**src/kli_pkg.sv**
```systemverilog
package kli_pkg;

   localparam int DEPTH = 16;
   localparam int IDX_W = (DEPTH > 1) ? $clog2(DEPTH) : 1;
   localparam int CNT_W = $clog2(DEPTH + 1);
   localparam int KEY_W = 32;
   localparam int CMD_W = 2;
   localparam int STS_W = 2;
   localparam int POS_W = 4;
   localparam int OCC_W = 5;

   typedef enum logic [CMD_W-1:0] {
      CMD_INSERT = 2'd0,
      CMD_SEARCH = 2'd1,
      CMD_DELETE = 2'd2
   } cmd_type;

   typedef enum logic [STS_W-1:0] {
      STS_OK   = 2'd0,
      STS_MISS = 2'd1,
      STS_FULL = 2'd2
   } status_type;

   typedef enum logic [1:0] {
      S_IDLE = 2'b01,
      S_EXEC = 2'b10
   } state_type;

   // Per-cycle controls broadcast to every cell of the row
   typedef struct packed {
      logic cmp_en;
      logic ins_en;
      logic del_en;
   } cell_ctl_type;

endpackage

```
**src/kli_intf.sv**
```systemverilog
interface kli_req_if;
   import kli_pkg::*;

   logic                    valid;
   logic                    ready;
   logic [CMD_W-1:0]        cmd;
   logic signed [KEY_W-1:0] key;

   modport source (output valid, cmd, key, input ready);
   modport sink   (input valid, cmd, key, output ready);
endinterface

interface kli_rsp_if;
   import kli_pkg::*;

   logic             valid;
   logic             ready;
   logic [STS_W-1:0] status;
   logic [POS_W-1:0] position;
   logic [OCC_W-1:0] occupancy;

   modport source (output valid, status, position, occupancy, input ready);
   modport sink   (input valid, status, position, occupancy, output ready);
endinterface

```
**src/keyed_list_insert_search_delete.sv**
```systemverilog
// Keyed list, newest first: insert at head, search first match, delete first match.
// The cells compare in the transfer cycle and register their match flags; the first-match
//   chain and the one-neighbor shift run in the execute state, and no new command is taken
//   until it retires into the result register, which waits while that register stays full.
// Reset (synchronous, active high) empties the list and clears handshakes;
//   slot contents are left as they are.
module keyed_list_insert_search_delete (
   input  logic        clock,
   input  logic        reset,
   kli_req_if.sink     req,
   kli_rsp_if.source   rsp
);
   import kli_pkg::*;

   state_type        state_ff, state_in;
   cmd_type          cmd_ff, cmd_in;
   logic [KEY_W-1:0] key_ff, key_in;
   logic [CNT_W-1:0] count_ff, count_in;

   logic             rsp_valid_ff, rsp_valid_in;
   status_type       status_ff, status_in;
   logic [POS_W-1:0] position_ff, position_in;
   logic [OCC_W-1:0] occupancy_ff, occupancy_in;

   logic             accept;
   logic             finish;
   logic             full;
   logic             hit;
   logic [IDX_W-1:0] hit_idx;
   cell_ctl_type     ctl;

   // Row wiring: slots, match flags and the first-match chain
   logic [KEY_W-1:0] slot_vec [DEPTH];
   logic [DEPTH-1:0] match_vec;
   logic [DEPTH-1:0] valid_vec;
   logic [DEPTH:0]   seen_chain;

   // Take a new command only when no command is in flight
   assign req.ready = (state_ff == S_IDLE);
   assign accept    = req.valid && req.ready;
   // Retire when the output register is free or being drained this cycle
   assign finish    = (state_ff == S_EXEC) && (!rsp_valid_ff || rsp.ready);

   assign full = (count_ff == CNT_W'(DEPTH));
   assign hit  = seen_chain[DEPTH];

   assign ctl.cmp_en = accept;
   assign ctl.ins_en = finish && (cmd_ff == CMD_INSERT) && !full;
   assign ctl.del_en = finish && (cmd_ff == CMD_DELETE) && hit;

   assign seen_chain[0] = 1'b0;

   for (genvar g = 0; g < DEPTH; g++) begin : g_cell
      logic [KEY_W-1:0] prev_key;
      logic [KEY_W-1:0] next_key;

      assign valid_vec[g] = (CNT_W'(g) < count_ff);

      // Insert feeds the head from the held key; each cell takes its front neighbor
      if (g == 0) begin : g_head
         assign prev_key = key_ff;
      end else begin : g_body
         assign prev_key = slot_vec[g-1];
      end

      // Delete closes the gap from the rear neighbor; the tail keeps its own value
      if (g == DEPTH - 1) begin : g_tail
         assign next_key = slot_vec[g];
      end else begin : g_mid
         assign next_key = slot_vec[g+1];
      end

      kli_cell u_cell (
         .clock      (clock),
         .reset      (reset),
         .ctl        (ctl),
         .cell_valid (valid_vec[g]),
         .cmp_key    (req.key),
         .prev_key   (prev_key),
         .next_key   (next_key),
         .seen_in    (seen_chain[g]),
         .slot       (slot_vec[g]),
         .match      (match_vec[g]),
         .seen_out   (seen_chain[g+1])
      );
   end

   // Index of the match nearest the head
   always_comb begin
      hit_idx = '0;
      for (int i = DEPTH - 1; i >= 0; i--) begin
         if (match_vec[i]) begin
            hit_idx = IDX_W'(i);
         end
      end
   end

   // Sequencer and command latch
   always_comb begin
      state_in = state_ff;
      cmd_in   = cmd_ff;
      key_in   = key_ff;
      unique case (state_ff)
         S_IDLE: begin
            if (accept) begin
               state_in = S_EXEC;
               cmd_in   = cmd_type'(req.cmd);
               key_in   = req.key;
            end
         end
         S_EXEC: begin
            if (finish) begin
               state_in = S_IDLE;
            end
         end
         default: begin
            state_in = S_IDLE;
         end
      endcase
   end

   // Result of the command in flight; hold count unless a shift happens
   always_comb begin
      count_in    = count_ff;
      status_in   = STS_OK;
      position_in = '0;
      unique case (cmd_ff)
         CMD_INSERT: begin
            if (full) begin
               status_in = STS_FULL;
            end else begin
               count_in = count_ff + CNT_W'(1);
            end
         end
         CMD_SEARCH, CMD_DELETE: begin
            if (!hit) begin
               status_in = STS_MISS;
            end else begin
               position_in = POS_W'(hit_idx);
               if (cmd_ff == CMD_DELETE) begin
                  count_in = count_ff - CNT_W'(1);
               end
            end
         end
         default: begin
            // unused code: report current occupancy, change nothing
         end
      endcase
      occupancy_in = OCC_W'(count_in);
   end

   // Output register: load on retire, drop once the transfer completes
   always_comb begin
      rsp_valid_in = rsp_valid_ff;
      if (finish) begin
         rsp_valid_in = 1'b1;
      end else if (rsp.ready) begin
         rsp_valid_in = 1'b0;
      end
   end

   always_ff @(posedge clock) begin
      key_ff <= key_in;
      if (finish) begin
         status_ff    <= status_in;
         position_ff  <= position_in;
         occupancy_ff <= occupancy_in;
      end
      if (reset) begin
         state_ff     <= S_IDLE;
         cmd_ff       <= CMD_SEARCH;
         count_ff     <= '0;
         rsp_valid_ff <= 1'b0;
      end else begin
         state_ff     <= state_in;
         cmd_ff       <= cmd_in;
         rsp_valid_ff <= rsp_valid_in;
         if (finish) begin
            count_ff <= count_in;
         end
      end
   end

   assign rsp.valid     = rsp_valid_ff;
   assign rsp.status    = status_ff;
   assign rsp.position  = position_ff;
   assign rsp.occupancy = occupancy_ff;

   // Occupancy never runs past the row length
   a_count_bound: assert property (@(posedge clock) disable iff (reset)
      count_ff <= CNT_W'(DEPTH))
      else $error("list count exceeds depth");

   // Only cells holding a key can flag a match
   a_match_valid: assert property (@(posedge clock) disable iff (reset)
      (state_ff == S_EXEC) |-> ((match_vec & ~valid_vec) == '0))
      else $error("match flagged on empty cell");

   // A successful insert grows the list by exactly one
   a_insert_count: assert property (@(posedge clock) disable iff (reset)
      ctl.ins_en |=> (count_ff == $past(count_ff) + CNT_W'(1)))
      else $error("insert did not advance count");

   // A result appears only when a command retires
   a_rsp_source: assert property (@(posedge clock) disable iff (reset)
      $rose(rsp_valid_ff) |-> $past(state_ff == S_EXEC))
      else $error("result without command in flight");

endmodule

```
**src/kli_cell.sv**
```systemverilog
module kli_cell (
   input  logic                        clock,
   input  logic                        reset,
   input  kli_pkg::cell_ctl_type       ctl,
   input  logic                        cell_valid,
   input  logic [kli_pkg::KEY_W-1:0]   cmp_key,
   input  logic [kli_pkg::KEY_W-1:0]   prev_key,
   input  logic [kli_pkg::KEY_W-1:0]   next_key,
   input  logic                        seen_in,
   output logic [kli_pkg::KEY_W-1:0]   slot,
   output logic                        match,
   output logic                        seen_out
);
   import kli_pkg::*;

   logic [KEY_W-1:0] slot_ff, slot_in;
   logic             match_ff, match_in;

   // first match at or ahead of this cell
   assign seen_out = seen_in | match_ff;

   always_comb begin
      slot_in = slot_ff;
      if (ctl.ins_en) begin
         slot_in = prev_key;
      end else if (ctl.del_en && seen_out) begin
         slot_in = next_key;
      end
   end

   assign match_in = ctl.cmp_en ? (cell_valid && (slot_ff == cmp_key)) : match_ff;

   always_ff @(posedge clock) begin
      slot_ff <= slot_in;
      if (reset) begin
         match_ff <= 1'b0;
      end else begin
         match_ff <= match_in;
      end
   end

   assign slot  = slot_ff;
   assign match = match_ff;

endmodule

```
**src/flat_wrapper.sv**
```systemverilog
// flat-port wrapper written by rule: the top's interface ports become plain ports
module keyed_list_insert_search_delete_flat import kli_pkg::*;
  (clock, reset, req_valid, req_cmd, req_key, req_ready, rsp_valid, rsp_status, rsp_position, rsp_occupancy, rsp_ready);
  kli_req_if req_i ();
  kli_rsp_if rsp_i ();
  input  logic clock;
  input  logic reset;
  input wire logic [$bits(req_i.valid)-1:0] req_valid;
  input wire logic [$bits(req_i.cmd)-1:0] req_cmd;
  input wire logic [$bits(req_i.key)-1:0] req_key;
  output wire logic [$bits(req_i.ready)-1:0] req_ready;
  output wire logic [$bits(rsp_i.valid)-1:0] rsp_valid;
  output wire logic [$bits(rsp_i.status)-1:0] rsp_status;
  output wire logic [$bits(rsp_i.position)-1:0] rsp_position;
  output wire logic [$bits(rsp_i.occupancy)-1:0] rsp_occupancy;
  input wire logic [$bits(rsp_i.ready)-1:0] rsp_ready;
  assign req_i.valid = req_valid;
  assign req_i.cmd = req_cmd;
  assign req_i.key = req_key;
  assign req_ready = req_i.ready;
  assign rsp_valid = rsp_i.valid;
  assign rsp_status = rsp_i.status;
  assign rsp_position = rsp_i.position;
  assign rsp_occupancy = rsp_i.occupancy;
  assign rsp_i.ready = rsp_ready;
  keyed_list_insert_search_delete u_core (.clock(clock), .reset(reset), .req(req_i), .rsp(rsp_i));
endmodule
```
**config.mk**
```make
export PLATFORM = sky130hd
export DESIGN_NAME = keyed_list_insert_search_delete_flat
export DESIGN_NICKNAME = d
export VERILOG_FILES = /design/src/kli_pkg.sv /design/src/kli_intf.sv /design/src/keyed_list_insert_search_delete.sv /design/src/kli_cell.sv /design/src/flat_wrapper.sv
export SDC_FILE = /design/constraint.sdc
export NUM_CORES = 1
export LEC_CHECK = 0
export ABC_AREA = 1
export BUFFER_PORTS_ARGS = -buffer_cell sky130_fd_sc_hd__buf_2
export CAP_MARGIN = 5
export CORE_ASPECT_RATIO = 0.6
export CORE_MARGIN = 2
export CORE_UTILIZATION = 45
export DETAILED_ROUTE_END_ITERATION = 10
export GPL_TIMING_DRIVEN = 0
export REMOVE_ABC_BUFFERS = 1
export SLEW_MARGIN = 20
export SYNTH_ARGS = -nofsm -noshare
export SYNTH_HDL_FRONTEND = slang
export SYNTH_SLANG_ARGS = --single-unit
```
**constraint.sdc**
```tcl
create_clock -name clock -period 5.7 [get_ports clock]
set_input_delay 0 -clock clock [delete_from_list [all_inputs] [get_ports clock]]
set_output_delay 0 -clock clock [all_outputs]
set_load 0.05 [all_outputs]
```
==> impl_metrics.env <==
export IMPL_worstPathRequired_ns=6.01
export IMPL_internal_power_mw=6.77
export IMPL_htreeDepth=2
export IMPL_synthMuxAreaShare=0
export IMPL_p_sw_frac=0.236
export IMPL_cts_buffers=55
export IMPL_hold_depth=5
export IMPL_cp_start_kind="flip-flop"
export IMPL_synth_top_area_share=0.545
export IMPL_fillCellCount=6172
export IMPL_net_switching_power_mw=2.09
export IMPL_worst_r2r_path_depth=19
export IMPL_cts_tree="built"
export IMPL_synth_top_family_by_area="simple AND/OR/NAND/NOR gates"
export IMPL_p_comb_frac=0.062
export IMPL_synth_top_flop_cell="edfxtp_1"
export IMPL_wl_per_cell_um=23.3
export IMPL_start_util=0.459
export IMPL_synth_xor_area_frac=0.107
export IMPL_peakVddDrop_uv=220
export IMPL_drive_gt1_frac=0.0622
export IMPL_min_period_ns=5.37
export IMPL_num_rows=73
export IMPL_clock_sinks=581
export IMPL_drt_iter0_drc=3170
export IMPL_hold_violations=0
export IMPL_yosysMostFrequentCell="nand2_1"
export IMPL_slew_violations=0
export IMPL_die_h_um=206
export IMPL_yosys_register_bits=581
export IMPL_antenna_found_initial=1
export IMPL_synth_area_leaders="edfxtp_1, nand2_1, xor2_1"
export IMPL_clk_latency_ns=0.63
export IMPL_vias=24000
export IMPL_nNetsFinal=3330
export IMPL_ys_seq_area_frac=0.562
export IMPL_drt_pass1_iterations=6
export IMPL_end_kind="flip-flop"
export IMPL_worstPathMaxFanout=130
export IMPL_ant_nets=0
export IMPL_yosysTopAreaCell="edfxtp_1"
export IMPL_final_util=0.513
export IMPL_fin_skew_ns=0.0291
export IMPL_finalCritPeriodShare=0.942
export IMPL_num_antenna_cells=0
export IMPL_grt_overflow=0
export IMPL_portBuffers=50
export IMPL_grt_usage=0.277
export IMPL_synth_common_cells="nand2_1, edfxtp_1, inv_1"
export IMPL_power_density_mw_per_mm2=259
export IMPL_seqPwrFrac=0.528
export IMPL_fmax_mhz=186
export IMPL_synthAdderAreaFrac=0.00246
export IMPL_routed_via_density=5.67
export IMPL_place_congestion=0.947
export IMPL_slew_headroom=0.145
export IMPL_grt_first_pass_wirelength_um=145000
export IMPL_wl_um=98400
export IMPL_ios=51
export IMPL_maxCapViolCount=0
export IMPL_yosysWarnings=0
export IMPL_hold_path_class="in2reg"
export IMPL_clock_power_share=0.411
export IMPL_dpl_hpwl_um=71000
export IMPL_synth_compound_area_frac=0.0643
export IMPL_ys_async_sr_fraction=0
export IMPL_synthSimpleGateAreaFrac=0.204
export IMPL_rsz0062_at_grt="false"
export IMPL_cts_root_buffer="clkbuf_16"
export IMPL_grt_max_degree=131
export IMPL_multi_input_area_sq_mm=0.0117
export IMPL_total_power_mw=8.85
export IMPL_status="finished clean"
export IMPL_finalSetupViolCount=0
export IMPL_whs_ns=0.182
export IMPL_remaining_drc_errors=0
export IMPL_die_w_um=341
export IMPL_synthCells=3277
export IMPL_tightest_slew_ns=1.27
export IMPL_crit_arrival_ns=5.68
export IMPL_p_leak_nw=13.1
export IMPL_grt_pass1_vias=23200
export IMPL_synth_edf_count=555
export IMPL_synth_area_per_cell_sq_um=9.33
export IMPL_area_delta_synth_final_pct=11.9
export IMPL_clockBufferDepth=3
export IMPL_netlist_area_sq_mm=0.0306
export IMPL_synth_cell_types=45
export IMPL_clkSlewWorstSetupHoldPaths_ns=0.07
export IMPL_core_sq_mm=0.0667
export IMPL_fp_dieArea_sq_mm=0.0701
export IMPL_critPathKind="reg2reg"
export IMPL_area_sequential_sq_mm=0.0172
cells by family (layout without fill, tap and decap cells):
group           after synthesis  in the layout
compound gates              365            365
xor+xnor                    375            375
fa+ha+maj                     6              6
buf+inv                     404            455
flops                       581            581
simple gates               1546           1546
layout by cell type, fill, tap and decap left out, types with 4 or more instances in the layout:
cell           netlist  final
o21ai_4              0      7
xnor2_1            167    167
clkinv_2             0     12
o2111ai_1            8      8
ha_1                 6      6
nand4_1             62     62
nor3_1              50     50
dlygate4sd3_1        0     38
or2_2                4      4
a21oi_1             39     39
buf_2              124     50
o22ai_1             50     50
nand2_2              1      5
buf_16               0     29
buf_12               0      9
nand2_1           1221   1217
inv_1              214    214
nor2_1             108    107
dfxtp_1             26     26
o21ai_0            160    158
nor4_1              42     41
o21ai_1             94     90
buf_4                9      6
xor2_1             208    206
clkbuf_1            26     14
nand3_1             46     46
inv_2                8      7
clkbuf_16            0     57
edfxtp_1           555    555
clkinv_1             1     12
power groups by stage:
stage,registers [mW],clock network (mW),logic [mW]
final,4.67,3.64,0.546
after global routing,4.67,3.83,0.578
after CTS,4.67,3.67,0.530
after detailed placement,4.76,0,0.505
after global placement,4.77,0,0.499
after floorplan,4.76,0,0.243
through the flow:
stage	TNS [ns]	instance area [sq um]	instances	worst slack (ns)
3_5_place_dp	0	32100	4089	0.0251
2_1_floorplan	-9506.52	29600	3096	-13.06
5_1_grt	0	34200	4228	0.0239
3_3_place_gp	-	31000	4046	-27.30
6_report	0	34200	4228	0.328
4_1_cts	0	34200	4226	0.101
critical path, cell delays in order (launching register included):
cell,delay [ns]
dfxtp_1,0.55
inv_1,0.23
ha_1,0.28
nand2_1,0.12
nor3_2,0.05
nor2_1,0.16
inv_2,0.07
nor2_4,0.25
buf_16,0.23
buf_16,0.19
buf_16,0.18
buf_12,0.20
inv_8,0.18
buf_16,0.30
buf_16,0.31
o21ai_4,0.38
inv_2,0.20
o21ai_4,0.30
or2_4,0.40
buf_16,0.21
registers in the layout, summed over array words and instances, names as in the netlist:
signal / cells
u_core.cmd_ff: 2
u_core.count_ff: 5
u_core.g_cell.prev_key: 32
u_core.g_cell.u_cell.match: 16
u_core.g_cell.u_cell.slot: 512
u_core.rsp.occupancy: 5
u_core.rsp.position: 4
u_core.rsp.status: 2
u_core.rsp.valid: 1
u_core.state_ff: 2
layer usage:
| layer | global-route usage | up-vias | share of wire |
|---|---|---|---|
| met5 | 0 | - | 0.00011 |
| met4 | 0.0610 | 2 | 0.022 |
| met3 | 0.110 | 124 | 0.14 |
| met2 | 0.367 | 1192 | 0.38 |
| met1 | 0.418 | 11800 | 0.46 |
| li1 | - | 10900 | - |
final timing paths:
check                           slack [ns]                                end                             start
worst max register to register        0.33  u_core.g_cell[10].u_cell.slot[16]                u_core.count_ff[0]
worst min register to register        0.48   u_core.g_cell[15].u_cell.slot[5]  u_core.g_cell[14].u_cell.slot[5]
worst min-delay path                  0.18      u_core.g_cell[1].u_cell.match                         req_valid
worst max-delay path                  0.33  u_core.g_cell[10].u_cell.slot[16]                u_core.count_ff[0]
final cells by class:
class / count / area share
clock inverter: 28 / 0.00603
sequential: 581 / 0.502
multi-input combinational: 2292 / 0.342
tap: 900 / 0.0329
clock buffer: 71 / 0.0432
inverter: 223 / 0.0247
timing repair buffer: 133 / 0.0487
what timing repair did:
item,4_1_cts,5_1_grt
hold buffers,38,0
setup endpoints to repair,20,32
hold endpoints to repair,57,0
pin swaps,0,1
setup buffers,0,2
resized for setup,1,0
(Power assumes the default switching activity.)
